File: config.mk
export PLATFORM = sky130hd
export DESIGN_NAME = framed_reply_receiver_top_flat
export DESIGN_NICKNAME = d
export VERILOG_FILES = /design/src/sv/frr_pkg.sv /design/src/sv/frr_if.sv /design/src/sv/frr_front.sv /design/src/sv/frr_queue.sv /design/src/sv/frr_back.sv /design/src/sv/framed_reply_receiver_top.sv /design/src/flat_wrapper.sv
export SDC_FILE = /design/constraint.sdc
export NUM_CORES = 1
export LEC_CHECK = 0
export BUFFER_PORTS_ARGS = -buffer_cell sky130_fd_sc_hd__buf_2
export CAP_MARGIN = 20
export CORE_MARGIN = 2
export CORE_UTILIZATION = 25
export DETAILED_ROUTE_END_ITERATION = 10
export GPL_TIMING_DRIVEN = 0
export PLACE_DENSITY = 0.41
export SYNTH_ARGS = -nofsm -noshare
export SYNTH_HDL_FRONTEND = slang
export SYNTH_SLANG_ARGS = --single-unit
File: constraint.sdc
create_clock -name clk -period 8.3 [get_ports clk]
set_input_delay 0 -clock clk [delete_from_list [all_inputs] [get_ports clk]]
set_output_delay 0 -clock clk [all_outputs]
set_load 0.1 [all_outputs]
File: src/sv/frr_pkg.sv
// Package: shared types, codes and constants of the framed reply receiver.
package frr_pkg;

    localparam int MAX_REPLY_BYTES = 256;
    localparam int BSC_W           = $clog2(MAX_REPLY_BYTES);

    localparam int BYTE_W   = 7;
    localparam int IDX_W    = 8;
    localparam int EV_W     = 2;
    localparam int STAT_W   = 3;
    localparam int REASON_W = 3;
    localparam int CFG_IDX_W = 1;

    localparam logic [CFG_IDX_W-1:0] CFG_EXPECTED_TYPE = 1'b0;
    localparam logic [CFG_IDX_W-1:0] CFG_TERMINAL      = 1'b1;

    localparam logic [BYTE_W-1:0] CFG_TYPE_RESET     = 7'd51;
    localparam logic [BYTE_W-1:0] CFG_TERMINAL_RESET = 7'd1;

    localparam logic [BYTE_W-1:0] CH_STX     = 7'h02;
    localparam logic [BYTE_W-1:0] CH_ETX     = 7'h03;
    localparam logic [BYTE_W-1:0] CH_ACK     = 7'h06;
    localparam logic [BYTE_W-1:0] CH_NAK     = 7'h15;
    localparam logic [BYTE_W-1:0] CH_SPACE   = 7'h20;
    localparam logic [BYTE_W-1:0] CH_ZERO    = 7'h30;
    localparam logic [BYTE_W-1:0] ABORT_TYPE = 7'h32;

    localparam logic [EV_W-1:0] EV_NONE = 2'd0;
    localparam logic [EV_W-1:0] EV_ACK  = 2'd1;
    localparam logic [EV_W-1:0] EV_NAK  = 2'd2;
    localparam logic [EV_W-1:0] EV_STX  = 2'd3;

    localparam logic [STAT_W-1:0] ST_PENDING  = 3'd0;
    localparam logic [STAT_W-1:0] ST_ACCEPTED = 3'd1;
    localparam logic [STAT_W-1:0] ST_MISMATCH = 3'd2;
    localparam logic [STAT_W-1:0] ST_ABORTED  = 3'd3;
    localparam logic [STAT_W-1:0] ST_OVERFLOW = 3'd4;

    localparam logic [REASON_W-1:0] RSN_USER       = 3'd0;
    localparam logic [REASON_W-1:0] RSN_TIMEOUT    = 3'd1;
    localparam logic [REASON_W-1:0] RSN_HOST       = 3'd2;
    localparam logic [REASON_W-1:0] RSN_CURRENCY   = 3'd3;
    localparam logic [REASON_W-1:0] RSN_NOT_CREDIT = 3'd4;
    localparam logic [REASON_W-1:0] RSN_UNKNOWN    = 3'd5;

    typedef struct packed {
        logic              clear;
        logic [BYTE_W-1:0] sb;
        logic [EV_W-1:0]   ev;
        logic              is_stx;
        logic              is_etx;
        logic              is_abort_type;
        logic              type_match;
        logic              tens_match;
        logic              units_match;
    } item_t;

    typedef struct packed {
        logic empty;
        logic full;
    } q_status_t;

endpackage

File: src/sv/frr_if.sv
// Interfaces: input and result channels with valid/ready handshake.
interface frr_in_if;
    logic                      valid;
    logic                      ready;
    logic                      kind;
    logic [frr_pkg::BYTE_W-1:0] rx_byte;

    modport source (output valid, output kind, output rx_byte, input ready);
    modport sink (input valid, input kind, input rx_byte, output ready);
endinterface

interface frr_out_if;
    logic                        valid;
    logic                        ready;
    logic [frr_pkg::EV_W-1:0]     line_event;
    logic [frr_pkg::STAT_W-1:0]   frame_status;
    logic [frr_pkg::REASON_W-1:0] abort_reason;
    logic [frr_pkg::IDX_W-1:0]    frame_index;
    logic [frr_pkg::BYTE_W-1:0]   stored_byte;
    logic [frr_pkg::BYTE_W-1:0]   computed_check;

    modport source (output valid, output line_event, output frame_status,
                    output abort_reason, output frame_index, output stored_byte,
                    output computed_check, input ready);
    modport sink (input valid, input line_event, input frame_status,
                  input abort_reason, input frame_index, input stored_byte,
                  input computed_check, output ready);
endinterface

File: src/sv/frr_front.sv
// Front end: configuration registers and classification of accepted items.
module frr_front (
    input  logic                            clk,
    input  logic                            rst_n,
    frr_in_if.sink                          in_ch,
    input  logic                            cfg_we,
    input  logic [frr_pkg::CFG_IDX_W-1:0]   cfg_index,
    input  logic [frr_pkg::BYTE_W-1:0]      cfg_data,
    input  frr_pkg::q_status_t              q_status,
    output logic                            push,
    output frr_pkg::item_t                  item
);

    logic [frr_pkg::BYTE_W-1:0] type_reg;
    logic [frr_pkg::BYTE_W-1:0] terminal_reg;

    logic [frr_pkg::BYTE_W-1:0] tn_mod;
    logic [14:0]                tens_prod;
    logic [3:0]                 tens;
    logic [frr_pkg::BYTE_W-1:0] units_wide;
    logic [frr_pkg::BYTE_W-1:0] tens_char;
    logic [frr_pkg::BYTE_W-1:0] units_char;
    logic [frr_pkg::BYTE_W-1:0] sb;

    always_ff @(posedge clk or negedge rst_n)
    begin
        if (!rst_n)
        begin
            type_reg     <= frr_pkg::CFG_TYPE_RESET;
            terminal_reg <= frr_pkg::CFG_TERMINAL_RESET;
        end
        else if (cfg_we)
        begin
            unique case (cfg_index)
                frr_pkg::CFG_EXPECTED_TYPE: type_reg     <= cfg_data;
                frr_pkg::CFG_TERMINAL:      terminal_reg <= cfg_data;
                default:                    type_reg     <= type_reg;
            endcase
        end
    end

    // two decimal digits of the terminal number modulo 100
    always_comb
    begin
        tn_mod     = (terminal_reg >= 7'd100) ? (terminal_reg - 7'd100) : terminal_reg;
        tens_prod  = {8'd0, tn_mod} * 15'd205;
        tens       = tens_prod[14:11];
        units_wide = tn_mod - ({3'd0, tens} * 7'd10);
        tens_char  = frr_pkg::CH_ZERO + {3'd0, tens};
        units_char = frr_pkg::CH_ZERO + {3'd0, units_wide[3:0]};
    end

    assign sb = (in_ch.rx_byte == '0) ? frr_pkg::CH_SPACE : in_ch.rx_byte;

    always_comb
    begin
        item.clear         = in_ch.kind;
        item.sb            = in_ch.kind ? '0 : sb;
        item.is_stx        = (sb == frr_pkg::CH_STX);
        item.is_etx        = (sb == frr_pkg::CH_ETX);
        item.is_abort_type = (sb == frr_pkg::ABORT_TYPE);
        item.type_match    = (sb == type_reg);
        item.tens_match    = (sb == tens_char);
        item.units_match   = (sb == units_char);
        priority if (sb == frr_pkg::CH_ACK)
            item.ev = frr_pkg::EV_ACK;
        else if (sb == frr_pkg::CH_NAK)
            item.ev = frr_pkg::EV_NAK;
        else if (sb == frr_pkg::CH_STX)
            item.ev = frr_pkg::EV_STX;
        else
            item.ev = frr_pkg::EV_NONE;
    end

    assign in_ch.ready = !q_status.full;
    assign push        = in_ch.valid && !q_status.full;

endmodule

File: src/sv/frr_queue.sv
// Queue: two-entry buffer of classified items between front and back end.
module frr_queue (
    input  logic               clk,
    input  logic               rst_n,
    input  logic               push,
    input  frr_pkg::item_t     push_item,
    input  logic               pop,
    output frr_pkg::item_t     head_item,
    output frr_pkg::q_status_t status
);

    frr_pkg::item_t mem [2];

    logic       wr_ptr_reg;
    logic       wr_ptr_next;
    logic       rd_ptr_reg;
    logic       rd_ptr_next;
    logic [1:0] count_reg;
    logic [1:0] count_next;

    always_ff @(posedge clk)
    begin
        if (push)
        begin
            mem[wr_ptr_reg] <= push_item;
        end
    end

    always_comb
    begin
        wr_ptr_next = push ? !wr_ptr_reg : wr_ptr_reg;
        rd_ptr_next = pop ? !rd_ptr_reg : rd_ptr_reg;
        count_next  = count_reg + {1'b0, push} - {1'b0, pop};
    end

    always_ff @(posedge clk or negedge rst_n)
    begin
        if (!rst_n)
        begin
            wr_ptr_reg <= 1'b0;
            rd_ptr_reg <= 1'b0;
            count_reg  <= 2'd0;
        end
        else
        begin
            wr_ptr_reg <= wr_ptr_next;
            rd_ptr_reg <= rd_ptr_next;
            count_reg  <= count_next;
        end
    end

    assign head_item    = mem[rd_ptr_reg];
    assign status.empty = (count_reg == 2'd0);
    assign status.full  = (count_reg == 2'd2);

`ifndef SYNTH
    a_no_overfill: assert property (@(posedge clk) disable iff (!rst_n)
        status.full |-> !push)
        else $error("push into full queue");
    a_no_underflow: assert property (@(posedge clk) disable iff (!rst_n)
        status.empty |-> !pop)
        else $error("pop from empty queue");
    a_count_range: assert property (@(posedge clk) disable iff (!rst_n)
        count_reg != 2'd3)
        else $error("queue count out of range");
`endif

endmodule

File: src/sv/frr_back.sv
// Back end: frame state update and result register.
module frr_back (
    input  logic               clk,
    input  logic               rst_n,
    input  frr_pkg::q_status_t q_status,
    input  frr_pkg::item_t     head_item,
    output logic               pop,
    frr_out_if.source          out_ch
);

    logic                          open_reg,   open_next;
    logic [frr_pkg::IDX_W-1:0]     off_reg,    off_next;
    logic [frr_pkg::BYTE_W-1:0]    run_reg,    run_next;
    logic                          hm_reg,     hm_next;
    logic                          ab_reg,     ab_next;
    logic                          aw_reg,     aw_next;
    logic [frr_pkg::BYTE_W-1:0]    rh_reg,     rh_next;
    logic [frr_pkg::BYTE_W-1:0]    rl_reg,     rl_next;
    logic [frr_pkg::BSC_W-1:0]     bsc_reg,    bsc_next;
    logic [frr_pkg::STAT_W-1:0]    status_reg, status_next;

    logic                          ov_reg,     ov_next;
    logic [frr_pkg::EV_W-1:0]      ev_reg,     ev_next;
    logic [frr_pkg::STAT_W-1:0]    ostat_reg,  ostat_next;
    logic [frr_pkg::REASON_W-1:0]  rsn_reg,    rsn_next;
    logic [frr_pkg::IDX_W-1:0]     idx_reg,    idx_next;
    logic [frr_pkg::BYTE_W-1:0]    sb_reg,     sb_next;
    logic [frr_pkg::BYTE_W-1:0]    chk_reg,    chk_next;

    localparam logic [frr_pkg::BSC_W-1:0] BSC_LAST =
        frr_pkg::BSC_W'(frr_pkg::MAX_REPLY_BYTES - 1);

    function automatic logic [4:0] hex_nibble(input logic [frr_pkg::BYTE_W-1:0] c);
        logic [4:0] r;
        r = 5'd0;
        if (c >= 7'h30 && c <= 7'h39)
            r = {1'b1, 4'(c - 7'h30)};
        else if (c >= 7'h41 && c <= 7'h46)
            r = {1'b1, 4'(c - 7'h37)};
        else if (c >= 7'h61 && c <= 7'h66)
            r = {1'b1, 4'(c - 7'h57)};
        return r;
    endfunction

    function automatic logic [frr_pkg::REASON_W-1:0] reason_code(
        input logic [frr_pkg::BYTE_W-1:0] hi_c,
        input logic [frr_pkg::BYTE_W-1:0] lo_c);
        logic [4:0]                   hi;
        logic [4:0]                   lo;
        logic [frr_pkg::REASON_W-1:0] r;
        hi = hex_nibble(hi_c);
        lo = hex_nibble(lo_c);
        r  = frr_pkg::RSN_UNKNOWN;
        if (hi[4] && lo[4])
        begin
            unique case ({hi[3:0], lo[3:0]})
                8'h17:   r = frr_pkg::RSN_USER;
                8'h18:   r = frr_pkg::RSN_TIMEOUT;
                8'h08:   r = frr_pkg::RSN_HOST;
                8'h0D:   r = frr_pkg::RSN_CURRENCY;
                8'h30:   r = frr_pkg::RSN_NOT_CREDIT;
                default: r = frr_pkg::RSN_UNKNOWN;
            endcase
        end
        return r;
    endfunction

    assign pop = !q_status.empty && (!ov_reg || out_ch.ready);

    always_comb
    begin
        open_next   = open_reg;
        off_next    = off_reg;
        run_next    = run_reg;
        hm_next     = hm_reg;
        ab_next     = ab_reg;
        aw_next     = aw_reg;
        rh_next     = rh_reg;
        rl_next     = rl_reg;
        bsc_next    = bsc_reg;
        status_next = status_reg;
        ev_next     = frr_pkg::EV_NONE;
        idx_next    = '0;
        chk_next    = '0;
        sb_next     = head_item.sb;

        if (head_item.clear)
        begin
            open_next   = 1'b0;
            off_next    = '0;
            run_next    = '0;
            hm_next     = 1'b0;
            ab_next     = 1'b0;
            aw_next     = 1'b0;
            rh_next     = '0;
            rl_next     = '0;
            bsc_next    = '0;
            status_next = frr_pkg::ST_PENDING;
        end
        else if (status_reg == frr_pkg::ST_PENDING)
        begin
            if (bsc_reg >= BSC_LAST)
            begin
                status_next = frr_pkg::ST_OVERFLOW;
                open_next   = 1'b0;
            end
            else
            begin
                bsc_next = bsc_reg + 1'b1;
                ev_next  = head_item.ev;
                if (head_item.is_stx)
                begin
                    open_next = 1'b1;
                    off_next  = '0;
                    run_next  = '0;
                    hm_next   = 1'b1;
                    ab_next   = 1'b0;
                    aw_next   = 1'b0;
                    rh_next   = '0;
                    rl_next   = '0;
                end
                else if (open_reg)
                begin
                    off_next = (off_reg == '1) ? off_reg : off_reg + 1'b1;
                    idx_next = off_next;
                    if (aw_reg)
                    begin
                        chk_next    = run_reg;
                        status_next = (head_item.sb == run_reg) ? frr_pkg::ST_ACCEPTED
                                                                : frr_pkg::ST_MISMATCH;
                        open_next   = 1'b0;
                    end
                    else
                    begin
                        run_next = run_reg ^ head_item.sb;
                        chk_next = run_next;
                        if (off_next == 8'd1)
                        begin
                            if (head_item.is_abort_type)
                                ab_next = 1'b1;
                            else
                                hm_next = head_item.type_match;
                        end
                        else if (ab_reg)
                        begin
                            if (off_next == 8'd4)
                                rh_next = head_item.sb;
                            else if (off_next == 8'd5)
                                rl_next = head_item.sb;
                            else if (off_next == 8'd6)
                            begin
                                status_next = frr_pkg::ST_ABORTED;
                                open_next   = 1'b0;
                            end
                        end
                        else if (off_next == 8'd2)
                            hm_next = hm_reg && head_item.tens_match;
                        else if (off_next == 8'd3)
                            hm_next = hm_reg && head_item.units_match;
                        else if (hm_reg && head_item.is_etx)
                            aw_next = 1'b1;
                    end
                end
            end
        end

        ostat_next = status_next;
        rsn_next   = (status_next == frr_pkg::ST_ABORTED) ? reason_code(rh_next, rl_next)
                                                         : frr_pkg::RSN_USER;
        ov_next    = pop || (ov_reg && !out_ch.ready);
    end

    always_ff @(posedge clk or negedge rst_n)
    begin
        if (!rst_n)
        begin
            open_reg   <= 1'b0;
            off_reg    <= '0;
            run_reg    <= '0;
            hm_reg     <= 1'b0;
            ab_reg     <= 1'b0;
            aw_reg     <= 1'b0;
            rh_reg     <= '0;
            rl_reg     <= '0;
            bsc_reg    <= '0;
            status_reg <= frr_pkg::ST_PENDING;
            ov_reg     <= 1'b0;
        end
        else
        begin
            ov_reg <= ov_next;
            if (pop)
            begin
                open_reg   <= open_next;
                off_reg    <= off_next;
                run_reg    <= run_next;
                hm_reg     <= hm_next;
                ab_reg     <= ab_next;
                aw_reg     <= aw_next;
                rh_reg     <= rh_next;
                rl_reg     <= rl_next;
                bsc_reg    <= bsc_next;
                status_reg <= status_next;
            end
        end
    end

    always_ff @(posedge clk)
    begin
        if (pop)
        begin
            ev_reg    <= ev_next;
            ostat_reg <= ostat_next;
            rsn_reg   <= rsn_next;
            idx_reg   <= idx_next;
            sb_reg    <= sb_next;
            chk_reg   <= chk_next;
        end
    end

    assign out_ch.valid          = ov_reg;
    assign out_ch.line_event     = ev_reg;
    assign out_ch.frame_status   = ostat_reg;
    assign out_ch.abort_reason   = rsn_reg;
    assign out_ch.frame_index    = idx_reg;
    assign out_ch.stored_byte    = sb_reg;
    assign out_ch.computed_check = chk_reg;

`ifndef SYNTH
    a_open_pending: assert property (@(posedge clk) disable iff (!rst_n)
        open_reg |-> (status_reg == frr_pkg::ST_PENDING))
        else $error("frame open after final status");
    a_await_header: assert property (@(posedge clk) disable iff (!rst_n)
        aw_reg |-> (open_reg || status_reg != frr_pkg::ST_PENDING))
        else $error("check byte awaited outside a frame");
    a_count_bound: assert property (@(posedge clk) disable iff (!rst_n)
        bsc_reg <= BSC_LAST)
        else $error("byte count past limit");
    a_reason_zero: assert property (@(posedge clk) disable iff (!rst_n)
        (ov_reg && ostat_reg != frr_pkg::ST_ABORTED) |-> (rsn_reg == frr_pkg::RSN_USER))
        else $error("abort reason set without abort");
`endif

endmodule

File: src/sv/framed_reply_receiver_top.sv
// Top level: framed reply receiver with decoupled front end, queue and back end.
//
//  channel   direction  handshake        payload
//  in_ch     sink       valid/ready      kind, rx_byte
//  out_ch    source     valid/ready      line_event, frame_status, abort_reason,
//                                        frame_index, stored_byte, computed_check
//  cfg       write      cfg_we           cfg_index, cfg_data
//
//  One item per cycle sustained while in_ch offers items and out_ch accepts; a result
//  passes through the queue and is held in the output register until out_ch takes it.
//  The frame state update in the back end handles one item per pop.
//  rst_n clears all control and frame state at once; no clearing pass.
//  A two-entry queue and the output register absorb output stalls; in_ch.ready
//  drops when the queue is full.
module framed_reply_receiver_top (
    input  logic                          clk,
    input  logic                          rst_n,
    frr_in_if.sink                        in_ch,
    frr_out_if.source                     out_ch,
    input  logic                          cfg_we,
    input  logic [frr_pkg::CFG_IDX_W-1:0] cfg_index,
    input  logic [frr_pkg::BYTE_W-1:0]    cfg_data
);

    frr_pkg::q_status_t q_status;
    frr_pkg::item_t     push_item;
    frr_pkg::item_t     head_item;
    logic               push;
    logic               pop;

    frr_front u_front (
        .clk       (clk),
        .rst_n     (rst_n),
        .in_ch     (in_ch),
        .cfg_we    (cfg_we),
        .cfg_index (cfg_index),
        .cfg_data  (cfg_data),
        .q_status  (q_status),
        .push      (push),
        .item      (push_item)
    );

    frr_queue u_queue (
        .clk       (clk),
        .rst_n     (rst_n),
        .push      (push),
        .push_item (push_item),
        .pop       (pop),
        .head_item (head_item),
        .status    (q_status)
    );

    frr_back u_back (
        .clk       (clk),
        .rst_n     (rst_n),
        .q_status  (q_status),
        .head_item (head_item),
        .pop       (pop),
        .out_ch    (out_ch)
    );

endmodule
File: src/flat_wrapper.sv
// flat-port wrapper written by rule: the top's interface ports become plain ports
module framed_reply_receiver_top_flat 
  (clk, rst_n, cfg_we, cfg_index, cfg_data, in_ch_valid, in_ch_kind, in_ch_rx_byte, in_ch_ready, out_ch_valid, out_ch_line_event, out_ch_frame_status, out_ch_abort_reason, out_ch_frame_index, out_ch_stored_byte, out_ch_computed_check, out_ch_ready);
  frr_in_if in_ch_i ();
  frr_out_if out_ch_i ();
  input  logic clk;
  input  logic rst_n;
  input  logic cfg_we;
  input  logic [frr_pkg::CFG_IDX_W-1:0] cfg_index;
  input  logic [frr_pkg::BYTE_W-1:0] cfg_data;
  input wire logic [$bits(in_ch_i.valid)-1:0] in_ch_valid;
  input wire logic [$bits(in_ch_i.kind)-1:0] in_ch_kind;
  input wire logic [$bits(in_ch_i.rx_byte)-1:0] in_ch_rx_byte;
  output wire logic [$bits(in_ch_i.ready)-1:0] in_ch_ready;
  output wire logic [$bits(out_ch_i.valid)-1:0] out_ch_valid;
  output wire logic [$bits(out_ch_i.line_event)-1:0] out_ch_line_event;
  output wire logic [$bits(out_ch_i.frame_status)-1:0] out_ch_frame_status;
  output wire logic [$bits(out_ch_i.abort_reason)-1:0] out_ch_abort_reason;
  output wire logic [$bits(out_ch_i.frame_index)-1:0] out_ch_frame_index;
  output wire logic [$bits(out_ch_i.stored_byte)-1:0] out_ch_stored_byte;
  output wire logic [$bits(out_ch_i.computed_check)-1:0] out_ch_computed_check;
  input wire logic [$bits(out_ch_i.ready)-1:0] out_ch_ready;
  assign in_ch_i.valid = in_ch_valid;
  assign in_ch_i.kind = in_ch_kind;
  assign in_ch_i.rx_byte = in_ch_rx_byte;
  assign in_ch_ready = in_ch_i.ready;
  assign out_ch_valid = out_ch_i.valid;
  assign out_ch_line_event = out_ch_i.line_event;
  assign out_ch_frame_status = out_ch_i.frame_status;
  assign out_ch_abort_reason = out_ch_i.abort_reason;
  assign out_ch_frame_index = out_ch_i.frame_index;
  assign out_ch_stored_byte = out_ch_i.stored_byte;
  assign out_ch_computed_check = out_ch_i.computed_check;
  assign out_ch_i.ready = out_ch_ready;
  framed_reply_receiver_top u_core (.clk(clk), .rst_n(rst_n), .in_ch(in_ch_i), .out_ch(out_ch_i), .cfg_we(cfg_we), .cfg_index(cfg_index), .cfg_data(cfg_data));
endmodule
* Yosys cells after proc, flatten, opt, wreduce, memory -nomap -nowiden
Memories as Yosys holds them, arrays and structs flattened.
Index checks and enable logic that the tools add are counted.
** Operators by class
- Add/sub/neg operators :: 14
- $mul :: 2
- Div/mod/pow operators :: 0
- $lt $le $gt $ge :: 14
- Equal/unequal tests :: 27
- Shift-type cells :: 0
- Mux-type cells :: 103
- Bitwise operators :: 4
- Reduce and logical (&&, ||, !) cells :: 39
** Operators with widths (number)
- two-way mux 7 bit :: 28
- two-way mux 8 bit :: 9
- two-way mux 1 bit :: 43
- two-way mux 3 bit :: 12
- >= comparator 7 bit, second input constant :: 5
- two-way mux 5 bit :: 6
- equality test 7 bit :: 4
- less-or-equal comparator 7 bit, second input constant :: 4
- equality test 8 x 3 -> 1 bit, second input constant :: 3
- adder 8 x 1 -> 8 bit, second input constant :: 2
- equality test 8 x 2 -> 1 bit, second input constant :: 2
- equality test 8 x 4 -> 1 bit, second input constant :: 2
- equality test 8 x 5 -> 1 bit, second input constant :: 2
- subtractor 4 x 3 -> 4 bit, second input constant :: 4
- multiplier 7 x 8 -> 15 bit, second input constant :: 1
- one-hot mux 3 bit (5 select lines) :: 1
- adder 6 x 4 -> 7 bit, first input constant :: 2
- equality test 7 x 2 -> 1 bit, second input constant :: 2
- >= comparator 7 x 6 -> 1 bit, second input constant :: 2
- less-or-equal comparator 7 x 6 -> 1 bit, second input constant :: 2
- logical AND 1 bit :: 13
- nonzero test 3 bit :: 3
- equality test 8 x 1 -> 1 bit, second input constant :: 1
- equality test 8 x 6 -> 1 bit, second input constant :: 1
- 34 further kinds :: 49
** Word-level totals
- Register bits :: 93
- Latch bits :: 0
- Bits in writable memories :: 32
- Bits in read-only memories :: 0
- Bits of input ports :: 21
- Output and inout bits :: 32
- Word-level logic and storage cells :: 227
- Memories :: 1
** Memory list
- u_core.u_queue.mem :: words 2, bits a word 16, read ports 1, clocked after memory_dff 0, wr ports 1, RTL line frr_queue.sv:12 : frr_pkg::item_t mem [2];

* Longest topological paths before layout
Gate-level depths: netlist of the first run.
- Depth after elaboration :: 21
- Mapped depth :: 27
- Gate-level depth less buffers :: 27

* Cells and area by module
A second synthesis of the first run with hierarchy kept.
** Second synthesis, totals
- Cells, all modules :: 838
- Area, all modules :: 8455.6 µm²
** Modules (own cells, without submodules)
- frr_back :: times used 1, cells an instance 573, area an instance 5113.7 µm², seq. area each 2026.9 µm²
- frr_front :: times used 1, cells an instance 200, area an instance 1939.4 µm², seq. area each 356.6 µm²
- frr_queue :: times used 1, cells an instance 65, area an instance 1402.6 µm², seq. area each 1061.0 µm²

* Worst setup path after synthesis of the first run
OpenSTA, ideal clock, no wires.
- Path kind :: register -> register
- Start point :: register u_core.u_front.terminal_reg[3] in the netlist's numbering
- End point :: memory u_core.u_queue.mem[0][0] in the netlist's numbering (data pin)
- Library setup time :: 176 ps
- Arrival :: 5698 ps
- Required time :: 8124 ps
- Setup slack :: 2426 ps
- Stages on the path, launching flop included :: 27
- Path buffers :: 0
- Clock period less this slack :: 5874 ps
- Cell sequence :: dfrtp_1 inv_1 ha_1 or3b_2 a21oi_1 nand2_1 xnor2_1 ha_1 inv_1 fa_1 inv_1 ha_1 fa_1 ha_1 or3_1 o21ai_0 a21oi_1 a21oi_1 xnor2_1 ha_1 inv_1 fa_1 xnor2_1 xnor2_1 xnor2_1 xnor2_1 nor3b_1
** RTL lines
- from (decl) :: RTL line frr_front.sv:15 : logic [frr_pkg::BYTE_W-1:0] terminal_reg;
- from (signal assigned) :: RTL line frr_front.sv:30 : terminal_reg <= frr_pkg::CFG_TERMINAL_RESET;
- from (signal assigned) :: RTL line frr_front.sv:36 : frr_pkg::CFG_TERMINAL: terminal_reg <= cfg_data;
- to (decl) :: RTL line frr_queue.sv:12

==> results.yml, run 1 <==
die:
  initial_utilization_pct: 25.3
  rows: 64
  ioPinCount: 53
  die_y_um: 180
  fp.dieW_um: 180
  dieArea_um2: 32300
  core-area_um2: 30500
power:
  total_leakage_power_uw: 0.00371
  power_density_nw_per_um2: 357
  vdd_ir_drop_max_uv: 123
place:
  port_buffers: 48
  hpwl_um: 15000
  dpl.cell_count: 1194
  gp_congestion: 0.827
drt:
  dr.pass1.iters: 7
  initialDrtViolationCount: 367
  via_per_inst: 4.76
  wl_um: 20000
  wl_per_cell_um: 16.1
  vias: 5898
  detail-route-antenna-nets: 0
  drc_errors: 0
synthesis:
  synth_edf_count: 62
  avgSynthCellArea_um2: 10.3
  synthesis.nets: 823
  synth_cells: 748
  ys_types: 80
  synthArstFlopShare_pct: 50.4
  netlist_area_um2: 7720
  ys.flop_type: "edfxtp_1"
  yosys_warnings: 0
  ys_seq_area_share_pct: 44.6
  ys_seq_elements: 125
timing:
  max_freq_mhz: 151
  fin_crit_sh_pct: 80.0
  worst_pin_slew_ns: 0.882
  finClkSkew_ns: 0.0111
  relSlewSlack_pct: 39.5
  timing_hold_violations_final: 0
  holdWs_ns: 0.0362
  layout_min_cycle_time_ns: 6.64
  rsz0062_at_grt: "false"
  setup_viol: 0
  drv_slew: 0
  final.setup.tns_ns: 0
critical_path:
  r2r_start: "u_core.u_front.terminal_reg[3]$_DFFE_PN0P_"
  worstPathArrival_ns: 6.86
  cp_num_buf_inv: 4
  crit_path_frequent_cell: "xnor2_1"
  end_kind: "register"
  reg2regPathDepth: 27
  crit_slowest_cell: "fa_1"
  path_class: "reg2reg"
  crit_family: "adder cells"
  critPathLaunchType: "register"
  cp_slowest_stage_delay_ns: 0.50
  cp.required_ns: 8.52
  reg2reg_slack_ns: 1.66
  worstPathMaxFanout: 4
  r2r-end: "u_core.u_queue.mem[1][0]$_DFFE_PP_"
clock_tree:
  post_cts_resized: 0
  clk_latency_ns: 0.42
  cts_buffer_depth: 2
  cts_setup_buffers: 0
  cts_tree: "built"
  clock-sinks: 125
  htree_levels: 4
  hold_buffers: 12
  clock-root-buffer: "clkbuf_16"
  numCtsBuffers: 17
  path_clk_slew_ns: 0.06
grt:
  antenna_found_initial: 0
  grt_pass1_vias: 5906
  track_usage_pct: 12.8
  grt_pass1_wl_um: 33000
  grt_max_degree: 39
  grt_remaining_overflow: 0
finish:
  layout-drive-gt1-share_pct: 17.8
  largest-register: "u_core.u_queue.mem"
  largest_register_ffs: 32
  instances_no_fill: 1238
  fin_nets: 904
  syn_to_final_growth_pct: 19.2
  num_antenna_cells: 0
worst_hold_path:
  hold_end: "u_core.u_queue.mem[1][14]$_DFFE_PP_"
  hold_path_startpoint: "in_ch_rx_byte[6]"
  worstHoldPathType: "in2reg"
  min_path_cells: 2
status:
  run_status: "finished clean"
flow_run:
  maxCapViolCount: 0
[area by class of cell]
cell class                 count  area, um2
buffer                        28        179
clock buffer                  18        429
clock inverter                14        144
fill                        3181      21300
inverter                      41        154
multi-input combinational    554       3950
sequential                   125       3440
tap                          396        495
timing repair buffer          62        410
[worst register-to-register path, stage by stage (launching register included)]
cell and delay, ns:
dfrtp_1 0.41, inv_1 0.09, ha_1 0.13, or3b_2 0.47, a21oi_1 0.25, nand2_1 0.10
xnor2_1 0.38, ha_1 0.31, ha_1 0.27, inv_1 0.05, fa_1 0.50, inv_1 0.06
fa_1 0.48, ha_1 0.29, nand2_1 0.04, a21oi_1 0.11, o21ai_0 0.10, a21oi_1 0.27
a21oi_1 0.16, xnor2_1 0.39, ha_1 0.22, inv_1 0.05, fa_1 0.37, xnor2_1 0.15
xnor2_1 0.15, xnor2_1 0.19, xnor2_1 0.14, nor3b_1 0.31
[Yosys cell counts, types with 3 or more instances]
| cell type | instances | share of area, % |
|---|---|---|
| ha_1 | 45 | 7.3 |
| a31oi_1 | 6 | 0.49 |
| dfrtp_1 | 58 | 19 |
| fa_1 | 9 | 2.3 |
| nor3b_1 | 7 | 0.68 |
| nand2_1 | 63 | 3.1 |
| a21oi_1 | 37 | 2.4 |
| edfxtp_1 | 62 | 24 |
| clkbuf_8 | 3 | 0.53 |
| buf_2 | 5 | 0.32 |
| dfstp_2 | 5 | 1.7 |
| xnor2_1 | 36 | 4.1 |
| nand3_1 | 26 | 1.7 |
| o21ai_1 | 4 | 0.26 |
| or3_1 | 5 | 0.41 |
| clkbuf_1 | 12 | 0.58 |
| and3_1 | 12 | 0.97 |
| buf_4 | 3 | 0.29 |
| mux2i_1 | 12 | 1.6 |
| o21ai_0 | 43 | 2.8 |
| a21boi_0 | 3 | 0.29 |
| o22ai_1 | 3 | 0.24 |
| mux2_2 | 17 | 2.5 |
| nand4_1 | 8 | 0.65 |
| and2_1 | 4 | 0.32 |
| nor2b_1 | 11 | 0.89 |
| nand2b_1 | 4 | 0.32 |
| buf_6 | 3 | 0.44 |
| a211oi_1 | 7 | 0.68 |
| inv_1 | 41 | 2.0 |
| nor4_1 | 8 | 0.65 |
| a32o_1 | 3 | 0.39 |
| nor2_1 | 76 | 3.7 |
| or2_2 | 5 | 0.41 |
| nor3_1 | 21 | 1.4 |
| a22o_1 | 9 | 1.0 |
| a211o_1 | 3 | 0.34 |
| o211ai_1 | 4 | 0.39 |
| xor2_1 | 10 | 1.1 |
| o2111ai_1 | 4 | 0.45 |
| nand4b_1 | 3 | 0.34 |
[through the flow]
stage               power (uW)  worst slack (ns)  area [um2]  util (%)
floorplan                 2210              2.43        7720         -
global placement          2580              1.56        8460      27.7
detailed placement        2590              1.64        8510      27.9
CTS                       3340              1.58        9200      30.2
global route              3530              1.08        9200      30.2
finish                    3290              1.66        9200      30.2
[routing by layer]
| layer | GRT usage, % | wire, um | vias up |
|---|---|---|---|
| li1 | - | - | 2890 |
| met1 | 17.2 | 9510 | 2860 |
| met2 | 20.6 | 9390 | 125 |
| met3 | 2.57 | 738 | 23 |
| met4 | 4.42 | 343 | 0 |
| met5 | 0 | 0 | - |
[kinds of logic (layout without fill, tap and decap cells)]
group	count (synthesis)	count (layout)	share of synthesized area [%]
mux	32	32	4.81
compound gates	156	156	14.1
simple gates	266	266	17.3
buf+inv	69	163	4.29
fa+ha+maj	54	54	9.63
xor+xnor	46	46	5.22
flops	125	125	44.6
[where the power goes]
| group | total (uW) | internal (uW) | leakage [uW] | switching, uW |
|---|---|---|---|---|
| combinational | 1670 | 515 | 0.00201 | 1150 |
| sequential | 888 | 819 | 0.00143 | 68.9 |
| clock | 731 | 441 | 0.000270 | 290 |
[worst max-delay path by stage]
stage / cells after the start / from / end
2_1_floorplan: 26 / u_core.u_front.terminal_reg[3]$_DFFE_PN0P_ / u_core.u_queue.mem[0][0]$_DFFE_PP_
3_3_place_gp: 27 / u_core.u_front.terminal_reg[3]$_DFFE_PN0P_ / u_core.u_queue.mem[0][0]$_DFFE_PP_
3_5_place_dp: 27 / u_core.u_front.terminal_reg[3]$_DFFE_PN0P_ / u_core.u_queue.mem[1][0]$_DFFE_PP_
4_1_cts: 27 / u_core.u_front.terminal_reg[3]$_DFFE_PN0P_ / u_core.u_queue.mem[1][0]$_DFFE_PP_
5_1_grt: 27 / u_core.u_front.terminal_reg[3]$_DFFE_PN0P_ / u_core.u_queue.mem[1][0]$_DFFE_PP_
6_report: 27 / u_core.u_front.terminal_reg[3]$_DFFE_PN0P_ / u_core.u_queue.mem[1][0]$_DFFE_PP_
[layout by cell type (no fill, tap or decap), types with 4 or more instances in the layout]
master         instances
nand2b_1               4
edfxtp_1              62
buf_2                 52
a21oi_1               37
nand3_1               26
and3_1                12
fa_1                   9
o2111ai_1              4
mux2i_1               12
or3_1                  5
nand2_1               63
ha_1                  45
nor2b_1               11
inv_1                 41
buf_4                  4
xnor2_1               36
nor4_1                 8
dfstp_2                5
o211ai_1               4
and2_1                 4
nand4_1                8
o21ai_0               43
nor3_1                21
clkbuf_1              12
a211oi_1               7
dlygate4sd3_1         12
clkbuf_16             17
clkinvlp_4             4
mux2_2                17
nor3b_1                7
or2_2                  5
nor2_1                75
dfrtp_1               58
o21ai_1                4
xor2_1                10
a22o_1                 9
a31oi_1                6
Power figures use the tool's default switching activity.
==> inputs of run 2 (changes only) <==
--- a/config.mk
+++ b/config.mk
@@ -11,7 +11,7 @@
 export CORE_UTILIZATION = 25
 export DETAILED_ROUTE_END_ITERATION = 10
 export GPL_TIMING_DRIVEN = 0
-export PLACE_DENSITY = 0.41
+export PLACE_DENSITY = 0.42
 export SYNTH_ARGS = -nofsm -noshare
 export SYNTH_HDL_FRONTEND = slang
 export SYNTH_SLANG_ARGS = --single-unit
==> constraint.sdc (replaced) <==
create_clock -name clk -period 6.1 [get_ports clk]
set_input_delay 0 -clock clk [delete_from_list [all_inputs] [get_ports clk]]
set_output_delay 0 -clock clk [all_outputs]
set_load 0.1 [all_outputs]
==> run 2 against run 1 <==
- routed wire length is 2.2% higher
- clock power is 45% higher
- flip-flop and latch count is the same
- hold slack worse by 0.018 ns
- clock-buffer cell count rose by 4
- sequential share of layout area fell by 0.88 points
- critical path depth down 1
- worst setup slack got worse by 1.4 ns
- clock skew decreased by 0.0018 ns
- non-clock buffer count rose by 9
- largest cell class unchanged
- largest power group unchanged
- highest routed layer unchanged
==> results.yml, run 2 (synthesis gave the netlist of run 1 again) <==
status:
  run_status: "finished clean"
critical_path:
  setup.worst_path.start: "u_core.u_front.terminal_reg[3]$_DFFE_PN0P_"
  end_kind: "register"
  worstPathMaxFanout: 4
  crit_slowest_cell: "fa_1"
  cp_slowest_stage_delay_ns: 0.53
  reg2regPathDepth: 26
  path_class: "reg2reg"
  r2r_start: "u_core.u_front.terminal_reg[3]$_DFFE_PN0P_"
  reg2reg_slack_ns: 0.22
  critPathLaunchType: "register"
  r2r-end: "u_core.u_queue.mem[1][0]$_DFFE_PP_"
  cp.required_ns: 6.36
  worstPathArrival_ns: 6.13
finish:
  instances_no_fill: 1246
  n_fill_cell: 3172
  multi_input_area_um2: 4080
  num_antenna_cells: 0
  largest_register_ffs: 32
  layout_common_cells: "nor2_1 (75), nand2_1 (62), edfxtp_1 (62), dfrtp_1 (58), buf_2 (52)"
  layout-drive-gt1-share_pct: 20.1
  final_common_cell: "nor2_1"
  syn_to_final_growth_pct: 22.1
  ff_latch_area_um2: 3440
  fin_nets: 913
  largest-register: "u_core.u_queue.mem"
timing:
  relSlewSlack_pct: 37.6
  finClkSkew_ns: 0.00931
  final.setup.tns_ns: 0
  holdWs_ns: 0.0187
  max_freq_mhz: 170
  worst_pin_slew_ns: 0.911
  layout_min_cycle_time_ns: 5.88
  timing_hold_violations_final: 0
  fin_crit_sh_pct: 96.4
  drv_slew: 0
  setup_viol: 0
power:
  vdd_ir_drop_max_uv: 215
  total_leakage_power_uw: 0.00381
  power_uw: 4760
  power_density_nw_per_um2: 505
die:
  die_y_um: 180
  initial_utilization_pct: 25.3
  ioPinCount: 53
  rows: 64
  fp.dieW_um: 180
  core-area_um2: 30500
  dieArea_um2: 32300
worst_hold_path:
  worstHoldPathType: "in2async"
clock_tree:
  clock-root-buffer: "clkbuf_16"
  clk_latency_ns: 0.43
  numCtsBuffers: 17
  cts_buffer_depth: 2
  path_clk_slew_ns: 0.05
  clock-sinks: 125
  cts_tree: "built"
  htree_levels: 4
grt:
  track_usage_pct: 12.9
  grt_max_degree: 47
  grt_pass1_vias: 5963
  grt_remaining_overflow: 0
  antenna_found_initial: 0
  grt_pass1_wl_um: 32900
drt:
  dr.pass1.iters: 4
  wl_per_cell_um: 16.4
  via_per_inst: 4.76
  wl_um: 20400
  drc_errors: 0
  initialDrtViolationCount: 262
  detail-route-antenna-nets: 0
  vias: 5932
place:
  gp_congestion: 0.842
  dpl.cell_count: 1194
  hpwl_um: 15000
  port_buffers: 48
flow_run:
  maxCapViolCount: 0
## run 2: cell types whose count changed in the layout (fill, tap and decap cells not counted), sizes merged
cell and change:
buf +9, clkbuf +4, clkinvlp -3, bufinv +2, clkinv -2, inv -2
## run 2: metrics by stage
stage / worst slack (ns) / area, um2 / utilization [%]
6_report: 0.222 / 9430 / 30.9
5_1_grt: -0.0186 / 9430 / 30.9
4_1_cts: 0.0271 / 9280 / 30.4
3_5_place_dp: -0.506 / 8510 / 27.9
3_3_place_gp: -0.571 / 8460 / 27.7
2_1_floorplan: 0.226 / 7720 / -
## run 2: worst max-delay path by stage
stage | cells past startpoint | slack (ns) | endpoint
2_1_floorplan | 26 | 0.23 | u_core.u_queue.mem[0][0]$_DFFE_PP_
3_3_place_gp | 27 | -0.57 | u_core.u_queue.mem[0][0]$_DFFE_PP_
3_5_place_dp | 27 | -0.51 | u_core.u_queue.mem[1][0]$_DFFE_PP_
4_1_cts | 26 | 0.03 | u_core.u_queue.mem[1][0]$_DFFE_PP_
5_1_grt | 26 | -0.02 | u_core.u_queue.mem[1][0]$_DFFE_PP_
6_report | 26 | 0.22 | u_core.u_queue.mem[1][0]$_DFFE_PP_
## run 2: repair_timing
| action | in CTS | in global routing |
|---|---|---|
| hold endpoints to repair | 78 | 0 |
| resized for setup | 8 | 17 |
| endpoints found under the setup margin | 2 | 2 |
| hold buffers | 12 | 0 |
| buffers inserted | 2 | 7 |
| pin swaps | 3 | 7 |
## run 2: cell type report
class / instances / share of cell area, %
clock inverters: 9 / 1.51
inverters: 41 / 1.63
flip-flops and latches: 125 / 36.5
plain buffers: 28 / 1.90
well taps: 396 / 5.26
repair buffers: 71 / 5.07
multi-input cells: 554 / 43.3
clock buffers: 22 / 4.82
## run 2: metal layers
layer / vias up / share of wire, % / global-route usage [%]
li1: 2895 / - / -
met1: 2886 / 47 / 17.3
met2: 122 / 47 / 20.6
met3: 29 / 4.3 / 3.00
met4: 0 / 1.6 / 4.39
met5: - / 0 / 0
## run 2: power by group
| group | switching (uW) | internal (uW) | total, uW | leakage (uW) |
|---|---|---|---|---|
| logic | 1650 | 847 | 2500 | 0.00209 |
| registers | 92.0 | 1110 | 1210 | 0.00143 |
| clock network | 369 | 686 | 1060 | 0.000284 |
| total | 2120 | 2650 | 4760 | 0.00381 |
## run 2: worst max-delay path: cells and delay by family (launching register included)
family	cells	cell delay, ns
AOI/OAI and AO/OA	4	0.58
and+or+nand+nor	4	1.10
adders and majority gates	8	2.41
buffers and inverters	4	0.23
xor gates and xnor gates	6	0.97
DFF	1	0.41
==> inputs of run 3 (changes only) <==
--- a/config.mk
+++ b/config.mk
@@ -7,10 +7,10 @@
 export LEC_CHECK = 0
 export BUFFER_PORTS_ARGS = -buffer_cell sky130_fd_sc_hd__buf_2
 export CAP_MARGIN = 20
-export CORE_MARGIN = 2
 export CORE_UTILIZATION = 25
 export DETAILED_ROUTE_END_ITERATION = 10
 export GPL_TIMING_DRIVEN = 0
+export HOLD_SLACK_MARGIN = 0.03
 export PLACE_DENSITY = 0.42
 export SYNTH_ARGS = -nofsm -noshare
 export SYNTH_HDL_FRONTEND = slang
==> run 3 against run 2 <==
- flip-flop and latch count stayed put
- cell area is 0.21% higher
- sequential power hardly changed
- die area is 2.2% lower
- clock skew is 0.0013 ns lower
- routed wire length is 1.5% lower
==> results.yml, run 3 (synthesis gave the netlist of run 1 again) <==
status:
  run_status: "finished clean"
finish:
  layout-drive-gt1-share_pct: 21.0
  fin_nets: 916
  largest_register_ffs: 32
  final_common_cell: "nor2_1"
  num_antenna_cells: 0
  instances_no_fill: 1244
  syn_to_final_growth_pct: 22.4
  largest-register: "u_core.u_queue.mem"
  layout_common_cells: "nor2_1 (75), nand2_1 (62), edfxtp_1 (62), dfrtp_1 (57), buf_2 (52)"
drt:
  vias: 5908
  dr.pass1.iters: 4
  via_per_inst: 4.75
  initialDrtViolationCount: 384
  wl_per_cell_um: 16.2
  wl_um: 20100
  detail-route-antenna-nets: 0
  drc_errors: 0
critical_path:
  cp_slowest_stage_delay_ns: 0.54
  path_class: "reg2reg"
  crit_path_frequent_cell: "xnor2_1"
  worstPathArrival_ns: 5.99
  crit_slowest_cell: "fa_1"
  cp_num_buf_inv: 4
  critPathLaunchType: "register"
  worstPathMaxFanout: 4
  crit_family: "adder cells"
  cp.required_ns: 6.28
  end_kind: "register"
place:
  gp_congestion: 0.876
  dp_slack_ns: -0.591
  dpl.cell_count: 1188
  hpwl_um: 14900
  port_buffers: 48
clock_tree:
  clock-root-buffer: "clkbuf_16"
  path_clk_slew_ns: 0.06
  cts_tree: "built"
  htree_levels: 4
  cts_buffer_depth: 2
  numCtsBuffers: 17
  clock-sinks: 125
  clk_latency_ns: 0.43
die:
  initial_utilization_pct: 25.7
  fp.dieW_um: 178
  core-area_um2: 30000
  dieArea_um2: 31600
  ioPinCount: 53
  rows: 63
  die_y_um: 178
grt:
  grt_max_degree: 39
  grt_remaining_overflow: 0
  grt_pass1_wl_um: 32800
  antenna_found_initial: 0
  grt_pass1_vias: 5867
  track_usage_pct: 13.6
timing:
  worst_slack_ns: 0.281
  setup_viol: 0
  rsz0062_at_grt: "false"
  finClkSkew_ns: 0.00800
  max_freq_mhz: 172
  timing_hold_violations_final: 0
  drv_slew: 0
  relSlewSlack_pct: 35.0
  fin_crit_sh_pct: 95.4
  layout_min_cycle_time_ns: 5.82
  worst_pin_slew_ns: 0.948
worst_hold_path:
  worstHoldPathType: "in2async"
flow_run:
  maxCapViolCount: 0
power:
  total_leakage_power_uw: 0.00380
  power_density_nw_per_um2: 501
  vdd_ir_drop_max_uv: 202
==> run 3: cell types whose count changed in the layout (fill, tap and decap cells not counted), moves of 2 or more <==
cell | before | now
dlygate4sd3_1 | 12 | 14
xnor2_1 | 31 | 34
inv_6 | 0 | 2
clkinv_2 | 0 | 3
xnor2_2 | 4 | 1
clkbuf_1 | 15 | 11
clkinvlp_4 | 1 | 4
clkinv_1 | 4 | 1
a21oi_2 | 3 | 5
==> run 3: metal layers <==
metal / global-route usage, % / routed length, um / share of wire [%] / vias to the layer above
li1: - / - / - / 2908
met1: 18.3 / 9740 / 48 / 2863
met2: 21.6 / 9280 / 46 / 116
met3: 2.68 / 745 / 3.7 / 21
met4: 4.91 / 352 / 1.7 / 0
met5: 0 / 0 / 0 / -
==> run 3: layout make-up <==
| cell class | instances | area (um2) |
|---|---|---|
| plain buffers | 28 | 179 |
| flip-flops and latches | 125 | 3450 |
| fillers | 3078 | 20600 |
| multi-input cells | 554 | 4060 |
| well taps | 390 | 488 |
| repair buffers | 74 | 498 |
| clock buffers | 17 | 425 |
| clock inverters | 15 | 195 |
| inverters | 41 | 154 |
==> run 3: path summary, 6_finish.rpt <==
| check | startpoint | endpoint | slack [ns] | cells after the start |
|---|---|---|---|---|
| setup / recovery | u_core.u_front.terminal_reg[3]$_DFFE_PN0P_ | u_core.u_queue.mem[1][0]$_DFFE_PP_ | 0.28 | 26 |
| hold / removal | rst_n | u_core.u_back.off_reg[3]$_DFFE_PN0P_ | 0.05 | 2 |
| setup reg to reg | u_core.u_front.terminal_reg[3]$_DFFE_PN0P_ | u_core.u_queue.mem[1][0]$_DFFE_PP_ | 0.28 | 26 |
| hold reg to reg | u_core.u_back.rl_reg[1]$_DFFE_PN0P_ | u_core.u_back.rl_reg[1]$_DFFE_PN0P_ | 0.49 | 2 |
| max in group asynchronous | rst_n | u_core.u_back.bsc_reg[1]$_DFFE_PN0P_ | 5.49 | 3 |
| min in group clk | cfg_we | u_core.u_front.terminal_reg[3]$_DFFE_PN0P_ | 0.16 | 3 |
==> run 3: where the power goes <==
| group | total, uW | internal [uW] | switching, uW |
|---|---|---|---|
| Sequential | 1210 | 1110 | 95.3 |
| Clock | 1090 | 682 | 404 |
| Combinational | 2440 | 813 | 1630 |
==> run 3: stage by stage <==
stage	hold WS, ns	setup TNS, ns	instance area [um2]	total power [uW]	utilization (%)
floorplan	-0.296	0	7720	3000	-
global route	0.0817	0	9450	5070	31.5
detailed placement	-0.0460	-1.18	8490	3520	28.3
CTS	0.0565	0	9340	4730	31.1
global placement	0.263	-1.22	8450	3510	28.1
finish	0.0464	0	9450	4740	31.5
==> run 3: what timing repair did <==
item	4_1_cts	5_1_grt
hold buffers	14	0
setup endpoints to repair	2	2
hold endpoints to repair	95	0
pin swaps	7	13
buffers inserted	5	5
resized for setup	8	15
